--- src/rtl/opu_pkg.sv ---
// ----------------------------------------------------------------------------
// Optimizer update unit package
// Shared widths, register codes, reset values and pipeline depths.
// ----------------------------------------------------------------------------
package opu_pkg;

	// Field and register widths.
	localparam int VAL_W  = 32;
	localparam int UVAL_W = 31;
	localparam int FRAC   = 24;
	localparam int REG_W  = 24;
	localparam int IDX_W  = 3;

	// One in unsigned Q0.24, as a 25-bit value.
	localparam logic [REG_W:0] ONE_Q = 25'h100_0000;

	// Register indexes on the write port.
	typedef enum logic [IDX_W-1:0] {
		REG_MODE   = 3'd0,
		REG_STEP   = 3'd1,
		REG_DECAY1 = 3'd2,
		REG_DECAY2 = 3'd3,
		REG_EPS    = 3'd4
	} cfg_reg_t;

	// Reset values of the registers.
	localparam logic [REG_W-1:0] RST_STEP   = 24'd167772;
	localparam logic [REG_W-1:0] RST_DECAY1 = 24'd15099494;
	localparam logic [REG_W-1:0] RST_DECAY2 = 24'd16760438;
	localparam logic [REG_W-1:0] RST_EPS    = 24'd1;

	// Long division of a 64-bit dividend by a 25-bit divisor.
	localparam int DIV_N_W     = 64;
	localparam int DIV_D_W     = 25;
	localparam int DIV_PER_STG = 4;
	localparam int DIV_STAGES  = DIV_N_W / DIV_PER_STG;

	// Digit-by-digit square root of a 64-bit value.
	localparam int SQ_IN_W     = 64;
	localparam int SQ_ROOT_W   = 32;
	localparam int SQ_REM_W    = 34;
	localparam int SQ_PER_STG  = 4;
	localparam int SQ_STAGES   = SQ_ROOT_W / SQ_PER_STG;

	// Final scaled division: 33 quotient bits over a 41-bit denominator.
	localparam int DEN_W       = 41;
	localparam int QUO_W       = 33;
	localparam int T_W         = 55;
	localparam int QD_PER_STG  = 3;
	localparam int QD_STAGES   = QUO_W / QD_PER_STG;
	localparam int QDIV_LAT    = QD_STAGES + 2;

	// Overall pipeline depth from accepted start to done.
	localparam int FRONT_LAT   = 6;
	localparam int SIDE_LAT    = DIV_STAGES + SQ_STAGES + QDIV_LAT;
	localparam int TOTAL_LAT   = FRONT_LAT + SIDE_LAT + 1;

	// Update magnitude cap, two to the 32nd.
	localparam logic [QUO_W-1:0] DELTA_CAP = 33'h1_0000_0000;

	// Signed range limits.
	localparam logic signed [VAL_W-1:0] VAL_MAX = 32'sh7FFF_FFFF;
	localparam logic signed [VAL_W-1:0] VAL_MIN = 32'sh8000_0000;
	localparam logic [UVAL_W-1:0]       UVAL_MAX = 31'h7FFF_FFFF;

	// Configuration as seen by the datapath.
	typedef struct packed {
		logic             mode;
		logic [REG_W-1:0] step;
		logic [REG_W-1:0] decay1;
		logic [REG_W-1:0] decay2;
		logic [REG_W-1:0] eps;
	} cfg_t;

	localparam cfg_t CFG_RESET = '{
		mode:   1'b0,
		step:   RST_STEP,
		decay1: RST_DECAY1,
		decay2: RST_DECAY2,
		eps:    RST_EPS
	};

	// Per-item values that ride along the long division and root chain.
	typedef struct packed {
		logic                     mode;
		logic signed [VAL_W-1:0]  p;
		logic signed [VAL_W-1:0]  nm;
		logic [UVAL_W-1:0]        nv;
		logic                     flag;
		logic signed [VAL_W-1:0]  np_desc;
		logic [4:0]               shift_a;
	} side_t;

endpackage

--- src/rtl/opu_sqrt.sv ---
// ----------------------------------------------------------------------------
// Optimizer update pipelined square root
// Digit-by-digit integer square root of a 64-bit value, floor result.
// ----------------------------------------------------------------------------
module opu_sqrt (
	input  logic                              clk,
	input  logic                              arst_n,
	input  logic                              in_vld,
	input  logic [opu_pkg::SQ_IN_W-1:0]       radicand,
	output logic                              out_vld,
	output logic [opu_pkg::SQ_ROOT_W-1:0]     root
);

	logic                             vld_s [opu_pkg::SQ_STAGES];
	logic [opu_pkg::SQ_IN_W-1:0]      x_s   [opu_pkg::SQ_STAGES];
	logic [opu_pkg::SQ_REM_W-1:0]     r_s   [opu_pkg::SQ_STAGES];
	logic [opu_pkg::SQ_ROOT_W-1:0]    q_s   [opu_pkg::SQ_STAGES];

	for (genvar s = 0; s < opu_pkg::SQ_STAGES; s++) begin : g_stage
		logic                          vld_in;
		logic [opu_pkg::SQ_IN_W-1:0]   x_in, x_c;
		logic [opu_pkg::SQ_REM_W-1:0]  r_in, r_c;
		logic [opu_pkg::SQ_ROOT_W-1:0] q_in, q_c;

		if (s == 0) begin : g_first
			assign vld_in = in_vld;
			assign x_in   = radicand;
			assign r_in   = '0;
			assign q_in   = '0;
		end else begin : g_next
			assign vld_in = vld_s[s-1];
			assign x_in   = x_s[s-1];
			assign r_in   = r_s[s-1];
			assign q_in   = q_s[s-1];
		end

		// Bring down two bits, try root digit one against 4q+1.
		always_comb begin
			logic [opu_pkg::SQ_REM_W+1:0] rt;
			logic [opu_pkg::SQ_REM_W+1:0] trial;
			x_c = x_in;
			r_c = r_in;
			q_c = q_in;
			for (int k = 0; k < opu_pkg::SQ_PER_STG; k++) begin
				rt    = {r_c, x_c[opu_pkg::SQ_IN_W-1 -: 2]};
				x_c   = x_c << 2;
				trial = {2'b00, q_c, 2'b01};
				if (rt >= trial) begin
					rt  = rt - trial;
					q_c = {q_c[opu_pkg::SQ_ROOT_W-2:0], 1'b1};
				end else begin
					q_c = {q_c[opu_pkg::SQ_ROOT_W-2:0], 1'b0};
				end
				r_c = rt[opu_pkg::SQ_REM_W-1:0];
			end
		end

		always_ff @(posedge clk or negedge arst_n) begin
			if (!arst_n) begin
				vld_s[s] <= 1'b0;
			end else begin
				vld_s[s] <= vld_in;
			end
		end

		always_ff @(posedge clk) begin
			x_s[s] <= x_c;
			r_s[s] <= r_c;
			q_s[s] <= q_c;
		end
	end

	assign out_vld = vld_s[opu_pkg::SQ_STAGES-1];
	assign root    = q_s[opu_pkg::SQ_STAGES-1];

endmodule

--- config.mk ---
export PLATFORM = sky130hd
export DESIGN_NAME = opu_sqrt
export DESIGN_NICKNAME = d
export VERILOG_FILES = /design/src/rtl/opu_pkg.sv /design/src/rtl/opu_sqrt.sv
export SDC_FILE = /design/constraint.sdc
export NUM_CORES = 2
export LEC_CHECK = 0
export BUFFER_PORTS_ARGS = -buffer_cell sky130_fd_sc_hd__buf_2
export CORE_AREA = 2 2 310 435
export DETAILED_ROUTE_END_ITERATION = 12
export DIE_AREA = 0 0 312 437
export GPL_TIMING_DRIVEN = 0
export PLACE_DENSITY = 0.63
export SYNTH_ARGS = -nofsm -noshare
export SYNTH_HDL_FRONTEND = slang
export SYNTH_SLANG_ARGS = --single-unit
--- constraint.sdc ---
create_clock -name clk -period 12.32 [get_ports clk]
set_input_delay 2.464 -clock clk [delete_from_list [all_inputs] [get_ports clk]]
set_output_delay 2.464 -clock clk [all_outputs]
set_load 0.02 [all_outputs]
==> impl_metrics.tcl <==
set metrics [dict create \
    p_leak_nw 28.8 \
    cts_buffers 69 \
    ys_ff_latch 614 \
    synth_area_leader_cell "dfxtp_1" \
    synth_cell_types 123 \
    hold_path_class "flop to flop" \
    die_y_um 437 \
    skew_ns 0.0529 \
    rows 158 \
    viasPerCell 6.03 \
    hold_buffers 0 \
    start_kind "flop" \
    setup_violations 0 \
    drt-pass1-iter-count 7 \
    grt_pass1_vias 56700 \
    grt_pass1_wl_um 315000 \
    finalWeightedCongestion 0.974 \
    synth_warnings 0 \
    grt_max_degree 19 \
    synth_edf_count 0 \
    cts.sinks 614 \
    crit_type "flop to flop" \
    powerDensity_mw_per_mm2 183 \
    peakVddDrop_v 0.000136 \
    initial_core_util_pct 43.8 \
    period_share_pct 96.4 \
    met2_usage_pct 54.3 \
    die_x_um 312 \
    final_nets 8454 \
    endpoint_kind "flop" \
    syn_area_mm2 0.0579 \
    synth_area_per_cell_um2 7.60 \
    yosysTopAreaCellShare_pct 21.0 \
    clkTransAtPathRegs_ns 0.06 \
    io_buffers 98 \
    area_growth_pct 12.8 \
    clock_path_buffers 3 \
    cts-root-buf "clkbuf_16" \
    worstMarginPinSlew_ns 1.18 \
    synth-async-reset-ratio_pct 1.30 \
    drt_wl_total_um 209000 \
    crit_top_cell "a21o_1" \
    htree_levels 3 \
    ys.flop_type "dfxtp_1" \
    max_freq_mhz 84.2 \
    critPathArrivalTime_ns 12.47 \
    worstSkewPairLatency_ns 0.73 \
    drc 0 \
    final_cell_area_mm2 0.0653 \
    fin_crit_ns 11.88 \
    drive_gt1_share_pct 11.8 \
    critPathMaxFanout 11 \
    setup-tns-final_ns 0 \
    placedInstanceArea_mm2 0.0606 \
    die_area_mm2 0.136 \
    crit_slowest_cell "or3b_4" \
    wire_per_inst_um 21.7 \
    initialDrtViolationCount 3816 \
    netlist_instances 7619 \
    top_usage_layer "met2" \
    finalHoldWorstSlack_ns 0.317 \
    vias 58200 \
    use_met3_pct 3.09 \
    cts_tree "done" \
    slowest_delay_ns 0.45 \
    outcome "complete, no violations" \
    dp_hpwl_um 169000 \
    grtUsageTotal_pct 29.4 \
    seq_area_frac_synth_pct 21.3 \
    groute.layer.met1.usage_pct 28.8 \
    hold_viol_final 0 \
    antenna_left 0 \
    drv_slew 0 \
    grt_antenna_before_repair 10 \
    io_pins 100 \
    core_area_mm2 0.132 \
    maxCapViolCount 0 \
    overflow 0 \
    cp.required_ns 12.91 \
    relSlewSlack_pct 21.0 \
    synthTopCellsByArea "dfxtp_1, ha_1, xnor2_1" \
]
==> metal layers <==
metal / vias to the layer above / part of all wire, %
li1: 28300 / -
met1: 27200 / 36
met2: 1873 / 51
met3: 817 / 3.8
met4: 6 / 9.9
met5: - / 0.020
==> logic make-up after synthesis <==
family	count (synthesis)	share of synthesized area [%]
multiplexers	118	2.24
AND/OR/NAND/NOR	2615	22.7
flip-flops	614	21.3
other	1	0.00648
adder cells (fa/ha/maj)	560	12.1
buffers and inverters	614	4.08
AO/OA/AOI/OAI	2345	26.2
XOR/XNOR	752	11.4
==> power by group <==
group	internal, W	total (W)	switching, W
clock network	0.00126	0.00219	0.000923
logic	0.00262	0.00705	0.00443
registers	0.00234	0.00271	0.000367
==> area by class of cell <==
| cell class | instances | area (µm²) |
|---|---|---|
| fillers | 13400 | 66700 |
| multi-input cells | 6393 | 44700 |
| flip-flops and latches | 614 | 12300 |
| well taps | 1760 | 2200 |
| clock buffers | 86 | 1890 |
| inverters | 375 | 1480 |
| plain buffers | 199 | 1120 |
| repair buffers | 175 | 1070 |
| clock inverters | 38 | 500 |
| diodes | 6 | 15.0 |
==> flip-flops by register name, summed over array words and instances (netlist names) <==
signal / cells
r_s: 238
x_s: 224
q_s: 144
g_stage.vld_in: 7
out_vld: 1
==> Yosys cell counts, types with 18 or more instances <==
master,instances
a2111oi_0,35
a211o_1,18
a211oi_1,75
a21boi_0,33
a21o_1,303
a21oi_1,735
a31o_2,29
a31oi_1,84
and2_1,60
and3_1,86
and4_1,27
buf_1,24
buf_2,26
clkbuf_1,184
dfxtp_1,606
ha_1,560
inv_1,361
mux2_2,71
mux2i_1,36
nand2_1,701
nand2b_1,97
nand3_1,179
nand3b_1,18
nand4_1,138
nand4b_1,19
nor2_1,644
nor2b_1,74
nor3_1,196
nor3b_1,33
nor4_1,89
o211a_1,22
o211ai_1,51
o21a_1,85
o21ai_0,450
o21bai_1,84
o22ai_1,19
o31a_1,30
o31ai_1,61
o41ai_1,21
or2_2,69
or3_1,66
or4_1,33
xnor2_1,491
xor2_1,260
==> cells in the final DEF (no fill, tap or decap), types with 31 or more instances in the layout <==
master and count:
nor3_1 185, inv_1 321, o21ai_0 398, or2_2 69, xnor2_1 485, and2_1 60
nor4_1 79, mux2_2 71, or3_1 65, clkbuf_16 70, nand2_1 696, clkbuf_1 92
nor3b_1 31, a21oi_1 677, o211ai_1 51, inv_2 35, and3_1 84, o21bai_1 82
nand3_1 175, mux2i_1 35, nand4_1 138, o31ai_1 54, ha_1 518, a211oi_1 64
or4_1 32, nor2b_1 74, dfxtp_1 601, nor2_1 624, buf_4 92, buf_2 128
o21ai_1 42, xor2_1 258, a31oi_1 80, a21o_1 303, o21a_1 84, a21oi_2 46
nand2b_1 97
==> metrics by stage <==
stage	util, %	worst slack [ns]	total power, W	cells
after global placement	45.9	-5.09	0.00930	9479
after floorplan	-	0.0158	0.00752	7621
after CTS	48.6	0.0130	0.0117	9622
final	49.5	0.443	0.0119	9646
after global routing	49.4	-0.0504	0.0127	9642
after detailed placement	45.9	-5.20	0.00937	9479
==> critical path: cells and delay by family, from the launching register on <==
| family | cells | cell delay [ns] |
|---|---|---|
| AOI/OAI and AO/OA | 31 | 5.68 |
| adders and majority gates | 4 | 1.26 |
| and+or+nand+nor | 12 | 2.27 |
| xor gates and xnor gates | 1 | 0.31 |
| buffers and inverters | 10 | 1.84 |
| DFF | 1 | 0.37 |
==> what timing repair did <==
action,4_1_cts,5_1_grt
setup buffers,39,37
cloned,1,0
endpoints found under the setup margin,212,211
gates resized for setup,342,280
endpoints found under the hold margin,0,0
pin swaps,27,39
==> path summary, 6_finish.rpt <==
check / from / end / slack (ns) / cells past startpoint
setup / recovery: q_s[1][51] / r_s[6][33] / 0.44 / 58
hold / removal: x_s[2][46] / x_s[3][54] / 0.32 / 0
setup reg to reg: q_s[1][51] / r_s[6][33] / 0.44 / 58
hold reg to reg: x_s[2][46] / x_s[3][54] / 0.32 / 0
max in group asynchronous: arst_n / g_stage[7].vld_in / 10.54 / 1
min in group asynchronous: arst_n / g_stage[3].vld_in / 1.61 / 1
Power figures use the tool's default switching activity.
